[src/rtl/mafi_pkg.sv]
package mafi_pkg;

  localparam int OffsetBits = 32;
  localparam int CountBits  = 24;

  localparam logic [2:0] KIND_NONE  = 3'd0;
  localparam logic [2:0] KIND_FRAME = 3'd1;
  localparam logic [2:0] KIND_ID3V1 = 3'd2;
  localparam logic [2:0] KIND_ID3V2 = 3'd3;
  localparam logic [2:0] KIND_LYR   = 3'd4;
  localparam logic [2:0] KIND_XING  = 3'd5;
  localparam logic [2:0] KIND_VBRI  = 3'd6;
  localparam logic [2:0] KIND_APE   = 3'd7;

  localparam logic [1:0] ST_RUN  = 2'd0;
  localparam logic [1:0] ST_END  = 2'd1;
  localparam logic [1:0] ST_STOP = 2'd2;
  localparam logic [1:0] ST_ERR  = 2'd3;

  localparam logic [1:0] ADDR_FILE_LENGTH = 2'd0;
  localparam logic [1:0] ADDR_MIN_TAIL    = 2'd1;

  // Classification codes from the front end.
  typedef enum logic [2:0] {
    CL_OTHER, CL_SYNC, CL_ID3V1, CL_ID3V2, CL_LYR, CL_XING, CL_VBRI, CL_APE
  } class_t;

  typedef struct packed {
    class_t      cls;
    logic [31:0] w0;
    logic [27:0] id3_size;
    logic [31:0] w3;
  } entry_t;

  typedef enum logic [2:0] {
    S_IDLE, S_DECODE, S_MUL, S_DIV, S_FINISH, S_TMUL, S_TDIV, S_OUT
  } state_t;

  function automatic logic [8:0] bitrate(input logic [1:0] ver, input logic [1:0] lay,
                                         input logic [3:0] idx);
    logic [8:0] r;
    r = 9'd0;
    if (ver == 2'd1) begin
      unique case (lay)
        2'd1: case (idx)
          4'd1: r = 9'd32;  4'd2: r = 9'd64;  4'd3: r = 9'd96;  4'd4: r = 9'd128;
          4'd5: r = 9'd160; 4'd6: r = 9'd192; 4'd7: r = 9'd224; 4'd8: r = 9'd256;
          4'd9: r = 9'd288; 4'd10: r = 9'd320; 4'd11: r = 9'd352; 4'd12: r = 9'd384;
          4'd13: r = 9'd416; 4'd14: r = 9'd448; default: r = 9'd0;
        endcase
        2'd2: case (idx)
          4'd1: r = 9'd32;  4'd2: r = 9'd48;  4'd3: r = 9'd56;  4'd4: r = 9'd64;
          4'd5: r = 9'd80;  4'd6: r = 9'd96;  4'd7: r = 9'd112; 4'd8: r = 9'd128;
          4'd9: r = 9'd160; 4'd10: r = 9'd192; 4'd11: r = 9'd224; 4'd12: r = 9'd256;
          4'd13: r = 9'd320; 4'd14: r = 9'd384; default: r = 9'd0;
        endcase
        default: case (idx)
          4'd1: r = 9'd32;  4'd2: r = 9'd40;  4'd3: r = 9'd48;  4'd4: r = 9'd56;
          4'd5: r = 9'd64;  4'd6: r = 9'd80;  4'd7: r = 9'd96;  4'd8: r = 9'd112;
          4'd9: r = 9'd128; 4'd10: r = 9'd160; 4'd11: r = 9'd192; 4'd12: r = 9'd224;
          4'd13: r = 9'd256; 4'd14: r = 9'd320; default: r = 9'd0;
        endcase
      endcase
    end else if (lay == 2'd1) begin
      case (idx)
        4'd1: r = 9'd32;  4'd2: r = 9'd48;  4'd3: r = 9'd56;  4'd4: r = 9'd64;
        4'd5: r = 9'd80;  4'd6: r = 9'd96;  4'd7: r = 9'd112; 4'd8: r = 9'd128;
        4'd9: r = 9'd144; 4'd10: r = 9'd160; 4'd11: r = 9'd176; 4'd12: r = 9'd192;
        4'd13: r = 9'd224; 4'd14: r = 9'd256; default: r = 9'd0;
      endcase
    end else begin
      case (idx)
        4'd1: r = 9'd8;   4'd2: r = 9'd16;  4'd3: r = 9'd24;  4'd4: r = 9'd32;
        4'd5: r = 9'd40;  4'd6: r = 9'd48;  4'd7: r = 9'd56;  4'd8: r = 9'd64;
        4'd9: r = 9'd80;  4'd10: r = 9'd96; 4'd11: r = 9'd112; 4'd12: r = 9'd128;
        4'd13: r = 9'd144; 4'd14: r = 9'd160; default: r = 9'd0;
      endcase
    end
    return r;
  endfunction

  function automatic logic [15:0] sample_rate(input logic [1:0] ver, input logic [1:0] idx);
    logic [15:0] r;
    r = 16'd0;
    unique case (ver)
      2'd2: case (idx)
        2'd0: r = 16'd22050; 2'd1: r = 16'd24000; 2'd2: r = 16'd16000; default: r = 16'd0;
      endcase
      2'd3: case (idx)
        2'd0: r = 16'd11025; 2'd1: r = 16'd12000; 2'd2: r = 16'd8000; default: r = 16'd0;
      endcase
      default: case (idx)
        2'd0: r = 16'd44100; 2'd1: r = 16'd48000; 2'd2: r = 16'd32000; default: r = 16'd0;
      endcase
    endcase
    return r;
  endfunction

  function automatic logic [10:0] samples_per_frame(input logic [1:0] ver,
                                                    input logic [1:0] lay);
    logic [10:0] r;
    if (lay == 2'd1) r = 11'd384;
    else if (lay == 2'd2 || ver == 2'd1) r = 11'd1152;
    else r = 11'd576;
    return r;
  endfunction

endpackage

[src/rtl/mafi_front.sv]
// Accepts input items, classifies the first word and pushes a compact entry
// into a two-deep queue toward the back end.
module mafi_front (
  input  logic                 clk,
  input  logic                 rst,
  input  logic                 in_valid,
  output logic                 in_ready,
  input  logic [127:0]         in_data,
  output logic                 q_valid,
  input  logic                 q_pop,
  output mafi_pkg::entry_t     q_head
);

  logic [31:0] w0, w1, w2, w3;
  mafi_pkg::entry_t ent;
  mafi_pkg::entry_t slot [2];
  logic [1:0] cnt;
  logic       rd_ptr, wr_ptr;
  logic       push;

  assign w0 = in_data[31:0];
  assign w1 = in_data[63:32];
  assign w2 = in_data[95:64];
  assign w3 = in_data[127:96];

  // Classify the leading word.
  always_comb begin
    ent.w0 = w0;
    ent.w3 = w3;
    ent.id3_size = {w1[14:8], w1[6:0], w2[30:24], w2[22:16]};
    if ((w0 & 32'hFFE00000) == 32'hFFE00000)      ent.cls = mafi_pkg::CL_SYNC;
    else if (w0[31:8] == 24'h544147)              ent.cls = mafi_pkg::CL_ID3V1;
    else if (w0[31:8] == 24'h494433)              ent.cls = mafi_pkg::CL_ID3V2;
    else if (w0 == 32'h4C595249)                  ent.cls = mafi_pkg::CL_LYR;
    else if (w0 == 32'h58696E67)                  ent.cls = mafi_pkg::CL_XING;
    else if (w0 == 32'h56425249)                  ent.cls = mafi_pkg::CL_VBRI;
    else if (w0 == 32'h41504554)                  ent.cls = mafi_pkg::CL_APE;
    else                                          ent.cls = mafi_pkg::CL_OTHER;
  end

  assign in_ready = (cnt != 2'd2);
  assign push     = in_valid && in_ready;
  assign q_valid  = (cnt != 2'd0);
  assign q_head   = slot[rd_ptr];

  // Queue storage and pointers.
  always_ff @(posedge clk) begin
    if (push) slot[wr_ptr] <= ent;
    if (rst) begin
      cnt <= 2'd0;
      rd_ptr <= 1'b0;
      wr_ptr <= 1'b0;
    end else begin
      if (push) wr_ptr <= ~wr_ptr;
      if (q_pop) rd_ptr <= ~rd_ptr;
      cnt <= cnt + {1'b0, push} - {1'b0, q_pop};
    end
  end

endmodule

[src/rtl/mafi_divider.sv]
// Radix-2 restoring divider: 64-bit dividend by 16-bit divisor, one quotient
// bit per cycle.
module mafi_divider (
  input  logic        clk,
  input  logic        rst,
  input  logic        start,
  input  logic [63:0] dividend,
  input  logic [15:0] divisor,
  output logic        busy,
  output logic [63:0] quotient
);

  logic [63:0] q;
  logic [16:0] rem;
  logic [6:0]  cnt;
  logic [16:0] trial;
  logic [17:0] diff;

  assign trial = {rem[15:0], q[63]};
  assign diff  = {1'b0, trial} - {2'b0, divisor};

  always_ff @(posedge clk) begin
    if (rst) begin
      busy <= 1'b0;
      cnt <= 7'd0;
    end else if (start) begin
      busy <= 1'b1;
      cnt <= 7'd0;
    end else if (busy) begin
      cnt <= cnt + 7'd1;
      if (cnt == 7'd63) busy <= 1'b0;
    end
  end

  // Shift one dividend bit into the remainder per cycle.
  always_ff @(posedge clk) begin
    if (start) begin
      q <= dividend;
      rem <= 17'd0;
    end else if (busy) begin
      if (!diff[17]) begin
        rem <= diff[16:0];
        q <= {q[62:0], 1'b1};
      end else begin
        rem <= trial;
        q <= {q[62:0], 1'b0};
      end
    end
  end

  assign quotient = q;

endmodule

[src/rtl/mafi_back.sv]
// Executes one queued entry: header decode, size and time computation
// through a shared serial divider, state update and result register.
module mafi_back (
  input  logic                  clk,
  input  logic                  rst,
  input  logic                  q_valid,
  output logic                  q_pop,
  input  mafi_pkg::entry_t      q_head,
  input  logic [31:0]           file_length,
  input  logic [9:0]            min_tail_bytes,
  output logic                  out_valid,
  input  logic                  out_ready,
  output logic [2:0]            record_kind,
  output logic [31:0]           record_offset,
  output logic [31:0]           record_size,
  output logic [47:0]           record_time,
  output logic [31:0]           next_offset,
  output logic [1:0]            scan_status,
  output logic [23:0]           frames_seen,
  output logic [31:0]           bytes_total,
  output logic [15:0]           largest_frame,
  output logic                  variable_rate,
  output logic [31:0]           bitrate_sum
);

  mafi_pkg::state_t state, state_next;
  mafi_pkg::entry_t cur;

  logic [mafi_pkg::OffsetBits-1:0] cur_offset;
  logic        first_done;
  logic [1:0]  stopped;
  logic [1:0]  mpeg_ver, layer_num;
  logic [15:0] rate_hz;
  logic [10:0] samples_frame;
  logic [8:0]  first_bitrate;
  logic [mafi_pkg::CountBits-1:0] frame_cnt;
  logic [31:0] size_sum;
  logic [15:0] size_max;
  logic        vbr_flag;
  logic [31:0] rate_sum;

  logic [8:0]  br;
  logic [34:0] tsamp;
  logic        div_start, div_busy;
  logic [63:0] div_a, div_q;
  logic        out_full;

  logic [1:0]  vid_ver, lid_lay;
  logic [1:0]  eff_ver, eff_lay;
  logic [8:0]  br_calc;
  logic [15:0] sr_calc;
  logic [mafi_pkg::OffsetBits:0] tail_sum;
  logic        tail_hit;
  logic [32:0] fsz;
  logic        fin_frame;

  logic [2:0]  dec_kind;
  logic [31:0] dec_off;
  logic [31:0] dec_size;
  logic [mafi_pkg::OffsetBits-1:0] dec_next;

  mafi_divider u_div (
    .clk(clk), .rst(rst), .start(div_start), .dividend(div_a),
    .divisor(rate_hz), .busy(div_busy), .quotient(div_q)
  );

  assign vid_ver = (cur.w0[20:19] == 2'd3) ? 2'd1 : ((cur.w0[20:19] == 2'd0) ? 2'd3 : 2'd2);
  assign lid_lay = (cur.w0[18:17] == 2'd3) ? 2'd1 : ((cur.w0[18:17] == 2'd2) ? 2'd2 : 2'd3);
  assign eff_ver = first_done ? mpeg_ver : vid_ver;
  assign eff_lay = first_done ? layer_num : lid_lay;
  assign br_calc = mafi_pkg::bitrate(eff_ver, eff_lay, cur.w0[15:12]);
  assign sr_calc = mafi_pkg::sample_rate(vid_ver, cur.w0[11:10]);
  assign tail_sum = {1'b0, cur_offset} + (mafi_pkg::OffsetBits+1)'(min_tail_bytes);
  assign tail_hit = !(tail_sum < (mafi_pkg::OffsetBits+1)'(file_length));
  assign fsz = {1'b0, div_q[31:0]} +
               (cur.w0[9] ? ((layer_num == 2'd1) ? 33'd4 : 33'd1) : 33'd0);

  // The frame fits in the stream and becomes a real record.
  assign fin_frame = (br != 9'd0) && (rate_hz != 16'd0) && (fsz != 33'd0) &&
                     (({1'b0, 32'(cur_offset)} + fsz) < {1'b0, file_length});

  // The next entry is taken only after the previous result has left.
  assign q_pop = (state == mafi_pkg::S_IDLE) && q_valid && !out_full;
  assign div_start = (state == mafi_pkg::S_MUL) || (state == mafi_pkg::S_TMUL);
  assign div_a = (state == mafi_pkg::S_MUL) ?
                 {32'd0, 32'(samples_frame) * 32'(br) * 32'd125} :
                 64'(tsamp) * 64'd1000000;

  // Record fields and next offset for a tag, a resync or a stopped scan.
  always_comb begin
    dec_kind = mafi_pkg::KIND_NONE;
    dec_off  = 32'(cur_offset);
    dec_size = 32'd0;
    dec_next = cur_offset;
    if (stopped == mafi_pkg::ST_RUN && !tail_hit) begin
      unique case (cur.cls) inside
        mafi_pkg::CL_SYNC: ;
        mafi_pkg::CL_ID3V1: begin
          dec_kind = mafi_pkg::KIND_ID3V1;
          dec_size = file_length - 32'(cur_offset);
        end
        mafi_pkg::CL_ID3V2: begin
          dec_kind = mafi_pkg::KIND_ID3V2;
          dec_size = {4'd0, cur.id3_size} + 32'd10;
          dec_next = cur_offset + mafi_pkg::OffsetBits'({4'd0, cur.id3_size})
                     + mafi_pkg::OffsetBits'(10);
        end
        mafi_pkg::CL_LYR, mafi_pkg::CL_XING, mafi_pkg::CL_VBRI: begin
          dec_kind = (cur.cls == mafi_pkg::CL_LYR) ? mafi_pkg::KIND_LYR :
                     ((cur.cls == mafi_pkg::CL_XING) ? mafi_pkg::KIND_XING :
                      mafi_pkg::KIND_VBRI);
          dec_next = cur_offset + mafi_pkg::OffsetBits'(32);
          dec_off  = 32'(cur_offset + mafi_pkg::OffsetBits'(32));
        end
        mafi_pkg::CL_APE: begin
          dec_kind = mafi_pkg::KIND_APE;
          dec_size = cur.w3 + 32'd8;
          dec_next = cur_offset + mafi_pkg::OffsetBits'(cur.w3 + 32'd8);
        end
        default: dec_next = cur_offset + mafi_pkg::OffsetBits'(1);
      endcase
    end
  end

  // Next state.
  always_comb begin
    state_next = state;
    unique case (state)
      mafi_pkg::S_IDLE:   if (q_valid && !out_full) state_next = mafi_pkg::S_DECODE;
      mafi_pkg::S_DECODE: begin
        if (stopped == mafi_pkg::ST_RUN && !tail_hit && cur.cls == mafi_pkg::CL_SYNC)
          state_next = mafi_pkg::S_MUL;
        else state_next = mafi_pkg::S_OUT;
      end
      mafi_pkg::S_MUL:    state_next = mafi_pkg::S_DIV;
      mafi_pkg::S_DIV:    if (!div_busy) state_next = mafi_pkg::S_FINISH;
      mafi_pkg::S_FINISH: state_next = fin_frame ? mafi_pkg::S_TMUL : mafi_pkg::S_OUT;
      mafi_pkg::S_TMUL:   state_next = mafi_pkg::S_TDIV;
      mafi_pkg::S_TDIV:   if (!div_busy) state_next = mafi_pkg::S_OUT;
      mafi_pkg::S_OUT:    if (!out_full) state_next = mafi_pkg::S_IDLE;
      default:            state_next = mafi_pkg::S_IDLE;
    endcase
  end

  always_ff @(posedge clk) begin
    if (rst) state <= mafi_pkg::S_IDLE;
    else state <= state_next;
  end

  // Datapath and architectural state.
  always_ff @(posedge clk) begin
    if (q_pop) cur <= q_head;
    if (rst) begin
      cur_offset <= '0; first_done <= 1'b0; stopped <= mafi_pkg::ST_RUN;
      mpeg_ver <= 2'd0; layer_num <= 2'd0; rate_hz <= 16'd0; samples_frame <= 11'd0;
      first_bitrate <= 9'd0; frame_cnt <= '0; size_sum <= 32'd0; size_max <= 16'd0;
      vbr_flag <= 1'b0; rate_sum <= 32'd0;
      out_full <= 1'b0;
    end else begin
      if (out_full && out_ready) out_full <= 1'b0;
      unique case (state)
        mafi_pkg::S_DECODE: begin
          record_kind <= dec_kind;
          record_offset <= dec_off;
          record_size <= dec_size;
          record_time <= 48'd0;
          next_offset <= 32'(dec_next);
          if (stopped == mafi_pkg::ST_RUN && tail_hit) stopped <= mafi_pkg::ST_STOP;
          else if (stopped == mafi_pkg::ST_RUN) begin
            cur_offset <= dec_next;
            if (cur.cls == mafi_pkg::CL_ID3V1) stopped <= mafi_pkg::ST_STOP;
            if (cur.cls == mafi_pkg::CL_SYNC) begin
              br <= br_calc;
              if (!first_done) begin
                mpeg_ver <= vid_ver;
                layer_num <= lid_lay;
                samples_frame <= mafi_pkg::samples_per_frame(vid_ver, lid_lay);
                if (sr_calc != 16'd0) rate_hz <= sr_calc;
                if (br_calc != 9'd0) begin
                  rate_sum <= rate_sum + 32'(br_calc);
                  if (frame_cnt == '0) first_bitrate <= br_calc;
                  else if (first_bitrate != br_calc) vbr_flag <= 1'b1;
                end
              end else begin
                rate_sum <= rate_sum + 32'(br_calc);
                if (first_bitrate != br_calc) vbr_flag <= 1'b1;
              end
            end
          end
        end
        mafi_pkg::S_FINISH: begin
          if (br != 9'd0 && rate_hz != 16'd0) begin
            record_size <= fsz[31:0];
            if (fin_frame) begin
              record_kind <= mafi_pkg::KIND_FRAME;
              next_offset <= 32'(cur_offset + mafi_pkg::OffsetBits'(fsz[31:0]));
              cur_offset <= cur_offset + mafi_pkg::OffsetBits'(fsz[31:0]);
              size_sum <= size_sum + fsz[31:0];
              tsamp <= 35'(frame_cnt) * 35'(samples_frame);
              frame_cnt <= frame_cnt + mafi_pkg::CountBits'(1);
              if (fsz > {17'd0, size_max})
                size_max <= (fsz > 33'd65535) ? 16'hFFFF : fsz[15:0];
              first_done <= 1'b1;
            end else if (fsz != 33'd0 && fsz <= 33'd1152) begin
              next_offset <= file_length;
              cur_offset <= mafi_pkg::OffsetBits'(file_length);
              stopped <= mafi_pkg::ST_END;
              first_done <= 1'b1;
            end else begin
              stopped <= mafi_pkg::ST_ERR;
            end
          end else begin
            next_offset <= 32'(cur_offset + mafi_pkg::OffsetBits'(1));
            cur_offset <= cur_offset + mafi_pkg::OffsetBits'(1);
            first_done <= 1'b1;
          end
        end
        mafi_pkg::S_TDIV: if (!div_busy) record_time <= div_q[47:0];
        mafi_pkg::S_OUT: if (!out_full) out_full <= 1'b1;
        default: ;
      endcase
    end
  end

  assign out_valid     = out_full;
  assign scan_status   = stopped;
  assign frames_seen   = 24'(frame_cnt);
  assign bytes_total   = size_sum;
  assign largest_frame = size_max;
  assign variable_rate = vbr_flag;
  assign bitrate_sum   = rate_sum;

endmodule

[src/rtl/mpeg_audio_frame_indexer_unit.sv]
// Channel   Dir  Payload
// s_axis    in   tdata[127:0] four big-endian words at the current offset
// m_axis    out  tdata[255:0] one record with running totals
// apb       in   file_length (0x0), min_tail_bytes (0x4)
//
// Items classified by the front end enter a two-entry queue.
// An audio frame passes through two divisions by the sample rate in the back end.
// A sync word that yields no frame skips the time division; tags and resyncs skip the divider.
// One item is in the back end at a time, and it waits until the last result is taken.
// rst is synchronous; it clears the queue, scan state and totals.
// A stalled output holds the back end; the front keeps filling its queue.
module mpeg_audio_frame_indexer_unit (
  input  logic         clk,
  input  logic         rst,
  input  logic         s_axis_tvalid,
  output logic         s_axis_tready,
  // word_at_offset, word_plus_four, word_plus_eight, word_plus_twelve
  input  logic [127:0] s_axis_tdata,
  output logic         m_axis_tvalid,
  input  logic         m_axis_tready,
  // record_kind, record_offset, record_size, record_time, next_offset, scan_status,
  // frames_seen, bytes_total, largest_frame, variable_rate, bitrate_sum, 2 zero bits
  output logic [255:0] m_axis_tdata,
  input  logic         psel,
  input  logic         penable,
  input  logic         pwrite,
  input  logic [2:0]   paddr,
  input  logic [31:0]  pwdata,
  output logic [31:0]  prdata,
  output logic         pready
);

  logic [31:0] file_length;
  logic [9:0]  min_tail_bytes;
  logic        q_valid, q_pop;
  mafi_pkg::entry_t q_head;

  logic [2:0]  record_kind;
  logic [31:0] record_offset, record_size, next_offset, bytes_total, bitrate_sum;
  logic [47:0] record_time;
  logic [1:0]  scan_status;
  logic [23:0] frames_seen;
  logic [15:0] largest_frame;
  logic        variable_rate;

  // Configuration registers.
  assign pready = 1'b1;
  always_ff @(posedge clk) begin
    if (rst) begin
      file_length <= 32'd0;
      min_tail_bytes <= 10'd128;
    end else if (psel && penable && pwrite) begin
      unique case (paddr[2])
        mafi_pkg::ADDR_FILE_LENGTH[0]: file_length <= pwdata;
        default:                       min_tail_bytes <= pwdata[9:0];
      endcase
    end
  end

  always_comb begin
    prdata = (paddr[2] == mafi_pkg::ADDR_MIN_TAIL[0]) ? {22'd0, min_tail_bytes} : file_length;
  end

  mafi_front u_front (
    .clk(clk), .rst(rst), .in_valid(s_axis_tvalid), .in_ready(s_axis_tready),
    .in_data(s_axis_tdata), .q_valid(q_valid), .q_pop(q_pop), .q_head(q_head)
  );

  mafi_back u_back (
    .clk(clk), .rst(rst), .q_valid(q_valid), .q_pop(q_pop), .q_head(q_head),
    .file_length(file_length), .min_tail_bytes(min_tail_bytes),
    .out_valid(m_axis_tvalid), .out_ready(m_axis_tready),
    .record_kind(record_kind), .record_offset(record_offset), .record_size(record_size),
    .record_time(record_time), .next_offset(next_offset), .scan_status(scan_status),
    .frames_seen(frames_seen), .bytes_total(bytes_total), .largest_frame(largest_frame),
    .variable_rate(variable_rate), .bitrate_sum(bitrate_sum)
  );

  assign m_axis_tdata = {2'd0, bitrate_sum, variable_rate, largest_frame, bytes_total,
                         frames_seen, scan_status, next_offset, record_time,
                         record_size, record_offset, record_kind};

endmodule

[config.mk]
export PLATFORM = sky130hd
export DESIGN_NAME = mpeg_audio_frame_indexer_unit
export DESIGN_NICKNAME = d
export VERILOG_FILES = /design/src/rtl/mafi_pkg.sv /design/src/rtl/mafi_front.sv /design/src/rtl/mafi_divider.sv /design/src/rtl/mafi_back.sv /design/src/rtl/mpeg_audio_frame_indexer_unit.sv
export SDC_FILE = /design/constraint.sdc
export NUM_CORES = 2
export LEC_CHECK = 0
export BUFFER_PORTS_ARGS = -buffer_cell sky130_fd_sc_hd__clkbuf_2
export CAP_MARGIN = 20
export CORE_MARGIN = 5
export CORE_UTILIZATION = 62
export CTS_CLUSTER_SIZE = 8
export DETAILED_ROUTE_END_ITERATION = 10
export PLACE_DENSITY_LB_ADDON = 0.2
export RECOVER_POWER = 25
export SKIP_LAST_GASP = 1
export SYNTH_ARGS = -nofsm -noshare
export SYNTH_HDL_FRONTEND = slang
export SYNTH_SLANG_ARGS = --single-unit
[constraint.sdc]
create_clock -name clk -period 11.1 [get_ports clk]
set_input_delay 1.665 -clock clk [delete_from_list [all_inputs] [get_ports clk]]
set_output_delay 1.665 -clock clk [all_outputs]
set_load 0.02 [all_outputs]
==> key figures <==
Synth
  • Seq/Total Area, Yosys: 0.329
  • Distinct cells, synth: 88
  • Syn Inst Count: 6088
  • Async SR Flop Fraction: 0
  • Avg Synthesized Cell Area: 9.40 um2
  • Post-synth top area cell: edfxtp_1
  • Post-synth EDFFs: 468
  • Area contributors post-synth: edfxtp_1, ha_1, fa_1
  • Top cell type's share of synthesized area: 0.246
  • Ys flop type: edfxtp_1
  • Ys Warns: 0
  • Seq cells post-synth: 707
  • Syn Std Cell Area: 57200 um2

Route
  • Iter 0 DRT Violations: 6056
  • DR vias/cell: 6.33
  • Via Count: 48.6k
  • DRC: 0
  • Total routed wirelength: 177 mm
  • Post-DRT Antenna Nets: 0
  • Post-DR wirelength/cell: 23.1 um
  • TritonRoute pass-1 iters: 6

Timing
  • Setup Viol. Count Final: 0
  • Fmax: 107 MHz
  • Fin crit period: 9.36 ns
  • RSZ-0062 raised after global routing: no
  • Post-route setup slack: 1.74 ns
  • Setup TNS: 0 ns
  • Final Max Tran Viols: 443
  • Final hold violation count: 0
  • Rel. slew slack: -2.07
  • Slew @ Worst Pin: 4.61 ns
  • Fin crit share: 0.844
  • Worst hold slack: 0.479 ns
  • Worst Skew: 0.0475 ns

Global routing
  • Vias in the first global route: 45.6k
  • First-pass GRT wire length: 268 mm
  • GRT overflow: 0
  • Total track usage: 0.348
  • Initial antenna violation count: 6
  • Largest net degree at the start of global routing: 84

Outcome
  • Failing checks: max-capacitance violations, max-slew violations
  • Status: finished, violations left

Setup path
  • Worst path max stage delay: 0.79 ns
  • Crit path max fanout: 19
  • Worst endpoint required time: 11.68 ns
  • Type of origin of the critical path: flop
  • WP data arrival: 9.95 ns
  • Crit end category: flop
  • Slowest CP cell: xor2_1
  • WS Path Type: flop to flop

Clocking
  • Gates resized, CTS repair: 0
  • CTS tree: yes
  • Clk slew on worst S/H paths: 0.05 ns
  • Postcts setup bufs: 0
  • Clock Path Buffers: 3
  • Post-CTS Hold Buffers: 0
  • Worst skew pair latency: 0.70 ns
  • Root buf cell: clkbuf_16
  • # H-tree levels: 3
  • Clock buffer count from CTS: 100
  • Sink Count: 707

Place
  • GP Congestion: 1.06
  • Port-buffer cells: 416
  • DP HPWL: 137 mm
  • Placement Setup Slack: 1.70 ns

Flow run
  • MaxCap Viol Count: 7

Finish
  • Final net count: 7470
  • Final core utilization: 0.688
  • Area grow syn2layout: 10.3%
  • Share of cells above drive strength 1: 0.105

Power
  • Register share of total power: 0.287
  • P per Cell Area: 237 nW/um2
  • Clock power frac: 0.190
  • P_leak: 27.3 nW
  • IR drop worst, VDD: 181 uV
  • Cell-internal power: 8.10 mW
  • Combinational power share: 0.524
  • Net Switching: 6.86 mW
  • Switching share of total power: 0.459

Die
  • Site Rows: 111
  • I/O pin count: 461
  • DIE AREA: 98400 um2
  • Initial core utilization: 0.624
  • Core Region: 91700 um2
  • Die X: 314 um
  • Die height: 314 um

Hold path
  • Min-Delay Path Class: flop to flop
-- power groups by stage --
stage                     registers [mW]  logic [mW]  clock network (mW)
after CTS                           4.24        7.54                2.87
after global placement              4.27        7.37                   0
after global routing                4.32        8.42                2.99
after floorplan                     4.12        5.21                   0
final                               4.29        7.83                2.84
after detailed placement            4.28        7.50                   0
-- logic make-up after synthesis --
kind of cell    share of synthesized area
buf+inv                            0.0506
other cells                      0.000131
fa+ha+maj                           0.224
flops                               0.329
mux                                0.0219
compound gates                      0.158
simple gates                        0.152
xor+xnor                           0.0643
-- metal layers --
| metal | vias to the layer above | part of all wire | GRT usage |
|---|---|---|---|
| met5 | - | 0.00014 | 0 |
| met3 | 376 | 0.13 | 0.104 |
| met2 | 2593 | 0.41 | 0.495 |
| met4 | 4 | 0.041 | 0.125 |
| li1 | 22447 | - | - |
| met1 | 23169 | 0.42 | 0.504 |
-- layout by cell type (no fill, tap or decap), types with 89 or more instances in the layout --
cell type / Yosys / layout
fa_1: 242 / 242
nor2_1: 450 / 445
ha_1: 635 / 635
nand2_1: 552 / 551
inv_1: 477 / 476
and2_1: 137 / 98
dfxtp_1: 239 / 239
clkbuf_16: 0 / 102
nor3_1: 100 / 100
xor2_1: 120 / 120
a21oi_1: 464 / 461
clkbuf_2: 2 / 360
nand4_1: 89 / 89
a21o_1: 117 / 117
nand3_1: 125 / 125
clkbuf_1: 211 / 112
o21ai_0: 283 / 282
edfxtp_1: 468 / 468
xnor2_1: 300 / 300
-- worst max-delay path: cells and delay by family, from the launching register on --
family,cells,cell delay [ns]
xor gates and xnor gates,2,1.00
adders and majority gates,3,1.11
buffers and inverters,2,0.45
DFF,1,0.31
AOI/OAI and AO/OA,16,4.08
and+or+nand+nor,8,2.28
-- final timing paths --
check / startpoint / end / slack [ns] / cells after the start
max: u_back.layer_num[1] / u_back.frames_seen[16] / 1.74 / 31
min: u_back.bytes_total[4] / u_back.bytes_total[4] / 0.48 / 2
max reg2reg: u_back.layer_num[1] / u_back.frames_seen[16] / 1.74 / 31
min reg2reg: u_back.bytes_total[4] / u_back.bytes_total[4] / 0.48 / 2
-- flip-flops by register name (all words and copies together), names as in the netlist, 32 cells and up --
| signal | cells |
|---|---|
| u_back.record_size | 32 |
| u_back.cur_offset | 32 |
| u_front.slot | 148 |
| u_back.u_div.quotient | 64 |
| file_length | 32 |
| u_back.cur | 74 |
| u_back.record_offset | 32 |
| u_back.bytes_total | 32 |
| u_back.next_offset | 32 |
| u_back.record_time | 48 |
-- final cells by class --
class / count / area, um2
well taps: 1186 / 1480
fillers: 7303 / 28600
clock inverters: 8 / 72.6
flip-flops and latches: 707 / 18800
repair buffers: 482 / 2490
multi-input cells: 4642 / 35600
clock buffers: 152 / 2770
inverters: 490 / 1840
diodes: 5 / 12.5
-- stage by stage --
| step | power, mW | cells | instance area (um2) |
|---|---|---|---|
| after CTS | 14.7 | 7662 | 63100 |
| after global routing | 15.7 | 7668 | 63100 |
| after detailed placement | 11.8 | 7502 | 60300 |
| after floorplan | 9.34 | 6092 | 57200 |
| after global placement | 11.6 | 7502 | 60300 |
| final | 15.0 | 7672 | 63100 |
-- cell usage after synthesis (125+ instances only) --
cell type	instances
inv_1	477
o21ai_0	283
and2_1	137
dfxtp_1	239
nor2_1	450
clkbuf_1	211
nand2_1	552
a21oi_1	464
xnor2_1	300
nand3_1	125
fa_1	242
edfxtp_1	468
ha_1	635
Note: power is estimated with default switching activity, not from simulation.
